**src/hw/rtl/amgdi_pkg.sv**
```systemverilog
// Package for the direct-interpolation weight block: widths, stream layout,
// command/status structs between controller and datapath. No dependencies.
package amgdi_pkg;

   localparam int VAL_W  = 32;
   localparam int IDX_W  = 24;
   localparam int ACC_W  = 40;
   localparam int PROD_W = 64;
   localparam int NUM_W  = 64;
   localparam int CAND_W = VAL_W + IDX_W;

   localparam int REQ_TDATA_W = 88;
   localparam int RSP_TDATA_W = 56;

   localparam int MAX_ROW_ENTRIES_DEF = 32;
   localparam int FRACTION_BITS_DEF   = 16;

   typedef enum logic [1:0] {
      DSEL_ALPHA,
      DSEL_BETA,
      DSEL_WEIGHT
   } div_sel_type;

   typedef struct packed {
      logic        accept;
      logic        div_start;
      div_sel_type div_sel;
      logic        latch_alpha;
      logic        latch_beta;
      logic        diag_adj;
      logic        idx_clear;
      logic        idx_inc;
      logic        mem_rd;
      logic        mul;
      logic        push_coarse;
      logic        push_held;
      logic        push_last;
      logic        hold_new;
      logic        held_clear;
      logic        row_clear;
   } cmd_type;

   typedef struct packed {
      logic end_fire;
      logic end_coarse;
      logic div_busy;
      logic div_done;
      logic at_end;
      logic w_nonzero;
      logic held_valid;
      logic out_free;
   } sts_type;

endpackage

```
**src/hw/rtl/amgdi_ctrl.sv**
```systemverilog
// Controller: sequences row accumulation, coefficient divisions and the
// candidate replay. Depends on amgdi_pkg.
module amgdi_ctrl (
   input  logic               clock,
   input  logic               reset,
   input  amgdi_pkg::sts_type sts,
   output amgdi_pkg::cmd_type cmd
);

   typedef enum logic [3:0] {
      S_ACCUM, S_COARSE, S_ALPHA_GO, S_ALPHA_WT, S_BETA_GO, S_BETA_WT,
      S_DIAG, S_READ, S_MUL, S_W_GO, S_W_WT, S_CHECK, S_FLUSH
   } state_type;

   state_type state_ff, state_in;

   always_comb begin
      cmd      = '0;
      state_in = state_ff;
      unique case (state_ff)
         S_ACCUM: begin
            cmd.accept = 1'b1;
            if (sts.end_fire) state_in = sts.end_coarse ? S_COARSE : S_ALPHA_GO;
         end
         S_COARSE: begin
            if (sts.out_free) begin
               cmd.push_coarse = 1'b1;
               cmd.row_clear   = 1'b1;
               state_in        = S_ACCUM;
            end
         end
         S_ALPHA_GO: begin
            cmd.div_start = 1'b1;
            cmd.div_sel   = amgdi_pkg::DSEL_ALPHA;
            state_in      = S_ALPHA_WT;
         end
         S_ALPHA_WT: if (sts.div_done) state_in = S_BETA_GO;
         S_BETA_GO: begin
            cmd.latch_alpha = 1'b1;
            cmd.div_start   = 1'b1;
            cmd.div_sel     = amgdi_pkg::DSEL_BETA;
            state_in        = S_BETA_WT;
         end
         S_BETA_WT: if (sts.div_done) state_in = S_DIAG;
         S_DIAG: begin
            cmd.latch_beta = 1'b1;
            cmd.diag_adj   = 1'b1;
            cmd.idx_clear  = 1'b1;
            state_in       = S_READ;
         end
         S_READ: begin
            if (sts.at_end) begin
               state_in = S_FLUSH;
            end else begin
               cmd.mem_rd = 1'b1;
               state_in   = S_MUL;
            end
         end
         S_MUL: begin
            cmd.mul  = 1'b1;
            state_in = S_W_GO;
         end
         S_W_GO: begin
            cmd.div_start = 1'b1;
            cmd.div_sel   = amgdi_pkg::DSEL_WEIGHT;
            state_in      = S_W_WT;
         end
         S_W_WT: if (sts.div_done) state_in = S_CHECK;
         S_CHECK: begin
            priority if (!sts.w_nonzero) begin
               cmd.idx_inc = 1'b1;
               state_in    = S_READ;
            end else if (!sts.held_valid) begin
               cmd.hold_new = 1'b1;
               cmd.idx_inc  = 1'b1;
               state_in     = S_READ;
            end else if (sts.out_free) begin
               cmd.push_held = 1'b1;
               cmd.hold_new  = 1'b1;
               cmd.idx_inc   = 1'b1;
               state_in      = S_READ;
            end
         end
         S_FLUSH: begin
            priority if (!sts.held_valid) begin
               cmd.row_clear = 1'b1;
               state_in      = S_ACCUM;
            end else if (sts.out_free) begin
               cmd.push_held  = 1'b1;
               cmd.push_last  = 1'b1;
               cmd.held_clear = 1'b1;
               cmd.row_clear  = 1'b1;
               state_in       = S_ACCUM;
            end
         end
         default: state_in = S_ACCUM;
      endcase
   end

   always_ff @(posedge clock) begin
      if (reset) state_ff <= S_ACCUM;
      else state_ff <= state_in;
   end

endmodule
```
**config.mk**
```make
export PLATFORM = sky130hd
export DESIGN_NAME = amgdi_ctrl
export DESIGN_NICKNAME = d
export VERILOG_FILES = /design/src/hw/rtl/amgdi_pkg.sv /design/src/hw/rtl/amgdi_ctrl.sv
export SDC_FILE = /design/constraint.sdc
export NUM_CORES = 1
export LEC_CHECK = 0
export BUFFER_PORTS_ARGS = -buffer_cell sky130_fd_sc_hd__buf_2
export CAP_MARGIN = 25
export CORE_ASPECT_RATIO = 0.9
export CORE_UTILIZATION = 33
export DETAILED_ROUTE_END_ITERATION = 16
export GPL_TIMING_DRIVEN = 0
export SLEW_MARGIN = 20
export SYNTH_ARGS = -nofsm -noshare
export SYNTH_HDL_FRONTEND = slang
export SYNTH_SLANG_ARGS = --single-unit
```
**constraint.sdc**
```tcl
create_clock -name clock -period 3.2 [get_ports clock]
set_input_delay 0.16 -clock clock [delete_from_list [all_inputs] [get_ports clock]]
set_output_delay 0.16 -clock clock [all_outputs]
set_load 0.005 [all_outputs]
```
==> qor.csv, run 1 <==
stage,metric,value,unit
setup_path,crit_required,3.04,ns
layout,drive_above_1_share,0.4234,
layout,layout.nets,123,
die,die_area,0.002054,sq mm
drt,drt-pass1-iter-count,4,
setup_path,worst_path_most_repeated_cell,buf_6,
place,gp_congestion,0.8069,
layout,finalNonFillerCells,135,
drt,vias_per_cell,4.993,
setup_path,crit_path_max_fanout,10,
sta,holdWs,0.1650,ns
drt,drc,0,
place,numPortBuffers,25,
synthesis,ys_seq_area_frac,0.1293,
synthesis,synth-async-reset-ratio,0,
drt,drt_iter0_drc,11,
clocking,cts_root_buffer,clkbuf_4,
drt,wl,1535,um
synthesis,synth-seq-cells,4,
sta,rsz0062_at_grt,no,
die,start_util,0.3608,
global_routing,grt_max_degree,11,
die,rows,14,
global_routing,grt_use_total,0.1663,
setup_path,end_kind,primary output,
setup_path,cp_data_arrival_time,1.51,ns
sta,finalHoldViolCount,0,
setup_path,slowest_delay,0.33,ns
sta,skew,0.007428,ns
setup_path,startpoint_type,flop,
clocking,h-tree-depth,1,
synthesis,syn_nets,93,
setup_path,crit_type,flop to primary output,
synthesis,ys_types,36,
global_routing,grt_pass1_vias,587,
global_routing,grt_pass1_wl,2435,um
clocking,clk_pin_slew,0.04,ns
sta,post-route-period-util,0.5216,
die,io-pin-count,27,
min_path,hold_class,input port to flop,
power,vdd_drop_max,295.0,uV
synthesis,synth_edf_count,0,
layout,largest_reg_flops,4,
die,coreArea,0.001717,sq mm
sta,fmax,599.1,MHz
die,die_w,47.67,um
synthesis,syn_area,619.3,sq um
sta,setup_violations,0,
clocking,clk_latency,0.24,ns
sta,tns,0,ns
layout,utilization,0.4643,
layout,syn_to_final_growth,28.69,%
drt,post_drt_wl_per_cell,11.37,um
clocking,cts_tree,yes,
synthesis,ys_warn_count,0,
status,status,completed,
power,power.density,536.0,mW/mm^2
drt,drtAntennaViolNets,0,
setup_path,critical_path_buf_inv_count,4,
setup_path,cp_top_family,buffers and inverters,
synthesis,netlist_instances,83,
die,die_height,43.10,um
clocking,post_cts_resized,0,
run,drv_cap,0,
clocking,cts.sinks,4,
sta,maxSlewViolCount,0,
layout,reg.largest.list,state_ff (4),
layout,num_antenna_cells,0,
power,p_leak,0.3676,nW
layout,top_register,state_ff,
clocking,clk_path_buf_depth,2,
global_routing,grt_remaining_overflow,0,
setup_path,path_cells,buf_6 > buf_6 > nand2b_1 > nor3_1 > buf_4 > buf_2,
clocking,cts_hold_buffers,0,
clocking,post_cts_buffers,0,
synthesis,synth-main-ff-cell,dfxtp_1,
place,dp_cells,132,
place,place_hpwl,1193,um
synthesis,synth.avg_cell_area,7.462,sq um
global_routing,antenna_found_initial,0,
clocking,cts_buffers,3,
sta,worstMarginPinSlew,0.4268,ns
sta,finalCriticalPeriod,1.669,ns
setup_path,crit_path_top_delay_cell,dfxtp_1,
power,fin_total_pwr,0.0004272,W
sta,relSlewSlack,0.7154,
drt,vias,674,
-- logic make-up (layout without fill, tap and decap cells) --
family,count (synthesis),count (layout),share of synthesized area
DFF,4,4,0.1293
and+or+nand+nor,41,41,0.3738
muxes,4,4,0.06667
AOI/OAI and AO/OA,20,20,0.2344
buffers and inverters,14,42,0.1960
-- placed cells by master (no fill, tap or decap), types with 3 or more instances in the layout --
| master | n |
|---|---|
| nor2b_1 | 4 |
| nand2_1 | 6 |
| buf_2 | 25 |
| a21oi_1 | 4 |
| buf_6 | 4 |
| nor2_1 | 10 |
| o21ai_0 | 6 |
| nor3_1 | 5 |
| dfxtp_1 | 4 |
| buf_4 | 5 |
| mux2i_1 | 3 |
| clkbuf_4 | 3 |
-- worst reg2reg max path: cells and delay by family, from the launching register on --
| kind | cells | cell delay (ns) |
|---|---|---|
| AO/OA/AOI/OAI | 3 | 0.76 |
| buffers and inverters | 1 | 0.14 |
| AND/OR/NAND/NOR | 1 | 0.13 |
| flip-flops | 1 | 0.32 |
-- cells in the mapped netlist (2+ instances only) --
cell type | n | share of area
nand2b_1 | 2 | 0.020
nor2b_1 | 4 | 0.040
nor3_1 | 5 | 0.040
clkbuf_8 | 2 | 0.044
o21ai_0 | 6 | 0.048
inv_1 | 2 | 0.012
buf_4 | 5 | 0.061
nand2_1 | 6 | 0.036
nor2_1 | 10 | 0.061
dfxtp_1 | 4 | 0.13
mux2i_1 | 3 | 0.048
nor4_1 | 2 | 0.020
nor4bb_1 | 2 | 0.032
a21oi_1 | 4 | 0.032
buf_6 | 4 | 0.073
nand3_1 | 2 | 0.016
-- metal layers --
layer / up-vias / track usage / part of all wire / wire length [um]
met2: 15 / 0.2329 / 0.44 / 682
met3: 0 / 0.07660 / 0.042 / 65
li1: 352 / - / - / -
met4: 0 / 0.02778 / 0 / 0
met1: 307 / 0.2341 / 0.51 / 787
met5: - / 0 / 0 / 0
-- worst paths after layout --
check                                  from     endpoint  slack (ns)  cells after the start
worst max-delay path            state_ff[2]       cmd[3]        1.53                      6
worst min register to register  state_ff[2]  state_ff[2]        0.70                      4
worst max register to register  state_ff[0]  state_ff[2]        1.76                      5
worst min-delay path                  reset  state_ff[3]        0.16                      2
-- where the power goes --
group / total (W) / internal (W) / switching, W / leakage (nW)
registers: 0.0000729 / 0.0000632 / 0.00000964 / 0.0328
logic: 0.000291 / 0.000147 / 0.000144 / 0.321
clock network: 0.0000633 / 0.0000420 / 0.0000213 / 0.0138
-- cell type report --
| type | instances | area [sq um] |
|---|---|---|
| sequential | 4 | 80.08 |
| tap | 24 | 30.03 |
| inverter | 2 | 7.507 |
| clock buffer | 3 | 22.52 |
| timing repair buffer | 25 | 125.1 |
| fill | 205 | 919.6 |
| buffer | 12 | 113.9 |
| multi-input combinational | 65 | 417.9 |
-- stage by stage --
step / area [sq um] / setup WS, ns
6_report: 797.0 / 1.531
5_1_grt: 797.0 / 1.403
4_1_cts: 797.0 / 1.526
3_5_place_dp: 774.5 / 1.747
3_3_place_gp: 774.5 / 1.726
2_1_floorplan: 619.3 / 1.854
Power figures use the tool's default switching activity.
==> inputs of run 2 (changes only) <==
Settings changed: ABC_AREA set to 1.
Clock period 3.2 ns to 1.35 ns, I/O delays scaled along.
==> run 2 against run 1 <==
Effect of this change: the run now ends with design-rule violations left; synthesized area is 16% lower; non-clock buffer count down 7; first-iteration DRC count grew 18%; critical path depth increased by 1; clock power rose by 120%; critical endpoint unchanged; highest routed layer is now met4.
==> qor.csv, run 2 <==
stage,metric,value,unit,change
layout,reg.largest.list,state_ff (4),,unchanged
power,power.internal,0.0004222,W,was 0.0002522 W
layout,finalNonFillerCells,144,,was 135
power,p_leak,0.4588,nW,was 0.3676 nW
layout,top_register,state_ff,,unchanged
place,place_area,661.9,sq um,was 774.5 sq um
sta,finalHoldViolCount,0,,unchanged
setup_path,startpoint_type,flop,,unchanged
run,drv_cap,0,,unchanged
synthesis,ys_top_cells_by_area,"nand2_1, dfxtp_1, inv_1",,"was dfxtp_1, buf_6, buf_4"
drt,drtAntennaViolNets,0,,unchanged
die,die_w,43.76,um,was 47.67 um
synthesis,synth_top_area_share,0.2174,,was 0.1293
power,power.density,1016,mW/mm^2,was 536.0 mW/mm^2
synthesis,synth-main-ff-cell,dfxtp_1,,unchanged
place,place_hpwl,1127,um,was 1193 um
clocking,h-tree-depth,1,,unchanged
die,rows,13,,was 14
drt,vias_per_cell,4.618,,was 4.993
layout,final_common_cell,nand2_1,,was buf_2
global_routing,grt_pass1_vias,550,,was 587
drt,wl,1316,um,was 1535 um
clocking,clk_latency,0.23,ns,was 0.24 ns
power,p_switching,0.0003343,W,was 0.0001750 W
sta,finalCriticalPeriod,1.311,ns,
clocking,cts_tree,yes,,unchanged
layout,layout.nets,141,,was 123
setup_path,end_kind,primary output,,unchanged
setup_path,crit_required,1.28,ns,was 3.04 ns
synthesis,synth.avg_cell_area,5.180,sq um,was 7.462 sq um
setup_path,cp_data_arrival_time,1.24,ns,was 1.51 ns
synthesis,syn_area,518.0,sq um,was 619.3 sq um
die,die_height,39.59,um,was 43.10 um
sta,post-route-period-util,0.9711,,
drt,drt-pass1-iter-count,10,,was 4
synthesis,ys_seq_area_frac,0.1546,,was 0.1293
power,comb_power_share,0.544,,was 0.681
synthesis,synth_edf_count,0,,unchanged
sta,worstMarginPinSlew,0.2537,ns,was 0.4268 ns
die,io-pin-count,27,,unchanged
die,die_area,0.001732,sq mm,was 0.002054 sq mm
place,numPortBuffers,25,,unchanged
die,coreArea,0.001448,sq mm,was 0.001717 sq mm
sta,tns,0,ns,unchanged
place,dp_cells,140,,was 132
clocking,clk_path_buf_depth,2,,unchanged
global_routing,antenna_found_initial,0,,unchanged
sta,setup_violations,0,,unchanged
global_routing,grt_use_total,0.1685,,was 0.1663
layout,nFillCells,168,,was 205
synthesis,ys_types,16,,was 36
drt,vias,665,,was 674
layout,final_cell_mix,"nand2_1, buf_2, nor2_1",,"was buf_2, nor2_1, nand2_1, o21ai_0"
synthesis,yosysMostFrequentCell,nand2_1,,was nor2_1
synthesis,netlist_instances,100,,was 83
synthesis,syn_nets,110,,was 93
synthesis,yosys.area.top_type,nand2_1,,was dfxtp_1
clocking,clk_pin_slew,0.03,ns,was 0.04 ns
layout,syn_to_final_growth,43.72,%,was 28.69%
power,power_frac_seq,0.268,,was 0.171
clocking,cts_root_buffer,clkbuf_4,,unchanged
drt,drt_iter0_drc,13,,was 11
place,gp_congestion,0.8716,,was 0.8069
setup_path,crit_path_max_fanout,6,,was 10
power,vdd_drop_max,854.7,uV,was 295.0 uV
sta,rsz0062_at_grt,yes,,was no
clocking,cts.sinks,4,,unchanged
sta,skew,0.001422,ns,was 0.007428 ns
sta,relSlewSlack,0.8302,,was 0.7154
layout,drive_above_1_share,0.4961,,was 0.4234
synthesis,ys_warn_count,0,,unchanged
drt,drc,2,,was 0
clocking,cts_hold_buffers,0,,unchanged
sta,maxSlewViolCount,0,,unchanged
die,start_util,0.3578,,was 0.3608
status,violations,design-rule violations,,
global_routing,grt_remaining_overflow,0,,unchanged
clocking,cts_buffers,3,,unchanged
status,status,finished with violations,,was completed
layout,design_area,744.5,sq um,was 797.0 sq um
power,pwr-share-clk,0.188,,was 0.148
sta,fmax,762.8,MHz,
global_routing,grt_pass1_wl,2111,um,was 2435 um
synthesis,synth-async-reset-ratio,0,,unchanged
layout,largest_reg_flops,4,,unchanged
synthesis,synthTopCellsByCount,"nand2_1, inv_1, nor2_1",,"was nor2_1, nand2_1, o21ai_0"
min_path,hold_class,input port to flop,,unchanged
power,switching_share,0.4419,,was 0.4096
global_routing,grt_max_degree,7,,was 11
sta,holdWs,0.02973,ns,was 0.1650 ns
layout,num_antenna_cells,0,,unchanged
setup_path,crit_type,flop to primary output,,unchanged
drt,post_drt_wl_per_cell,9.139,um,was 11.37 um
synthesis,synth-seq-cells,4,,unchanged
-- run 2: changes by cell type after synthesis, moves of 5 or more --
cell     previous run  this run
nand3_1             2         8
nand2_2             0         5
nand2_1             6        30
inv_1               2        14
-- run 2: power groups by stage --
stage	clock (W)	combinational [W]	sequential, W
global placement	0	0.000360	0.000168
detailed placement	0	0.000363	0.000170
global route	0.000161	0.000470	0.000208
finish	0.000142	0.000412	0.000203
CTS	0.000152	0.000375	0.000178
floorplan	0	0.000262	0.000165
-- run 2: per-layer routing --
layer,vias to the layer above,part of all wire,track usage
met2,17,0.50,0.3022
met1,282,0.46,0.1860
met3,2,0.043,0.03226
li1,364,-,-
met5,-,0,0
met4,0,0.0046,0.1016
-- run 2: stage by stage --
stage,setup slack (ns),power (W),util
floorplan,0.2188,0.0004269,-
global placement,0.02459,0.0005287,0.4572
detailed placement,0.004344,0.0005333,0.4572
CTS,0.007709,0.0007045,0.4840
global route,-0.04887,0.0008385,0.5143
finish,0.03905,0.0007565,0.5143
-- run 2: layout make-up --
type,count,area [sq um],share of cell area
buffer,4,30.03,0.04034
inverter,17,68.82,0.09244
sequential,4,92.59,0.1244
tap,15,18.77,0.02521
clock buffer,3,22.52,0.03025
multi-input combinational,75,379.1,0.5092
timing repair buffer,26,132.6,0.1782
-- run 2: worst max-delay path, stage by stage, from the launching register on --
cell     delay [ns]
dfxtp_4        0.37
inv_4          0.07
nand2_1        0.08
nor2_2         0.14
inv_2          0.06
nor2_2         0.11
buf_4          0.10
buf_2          0.09
-- run 2: path summary, 6_finish.rpt --
check / endpoint / slack [ns] / startpoint / cells past startpoint
worst max-delay path: cmd[3] / 0.04 / state_ff[1] / 7
worst min-delay path: state_ff[1] / 0.03 / reset / 2
worst max register to register: state_ff[0] / 0.12 / state_ff[0] / 8
worst min register to register: state_ff[3] / 0.52 / state_ff[3] / 2
-- run 2: repair_timing --
action | in CTS | in global routing
endpoints found under the setup margin | 8 | 15
pin swaps | 0 | 3
buffers inserted | 0 | 1
gates resized for setup | 8 | 17
-- run 2: kinds of logic after synthesis --
logic type | after synthesis | share of synthesized area
buffers and inverters | 21 | 0.1812
and+or+nand+nor | 64 | 0.5459
AOI/OAI and AO/OA | 11 | 0.1184
DFF | 4 | 0.1546
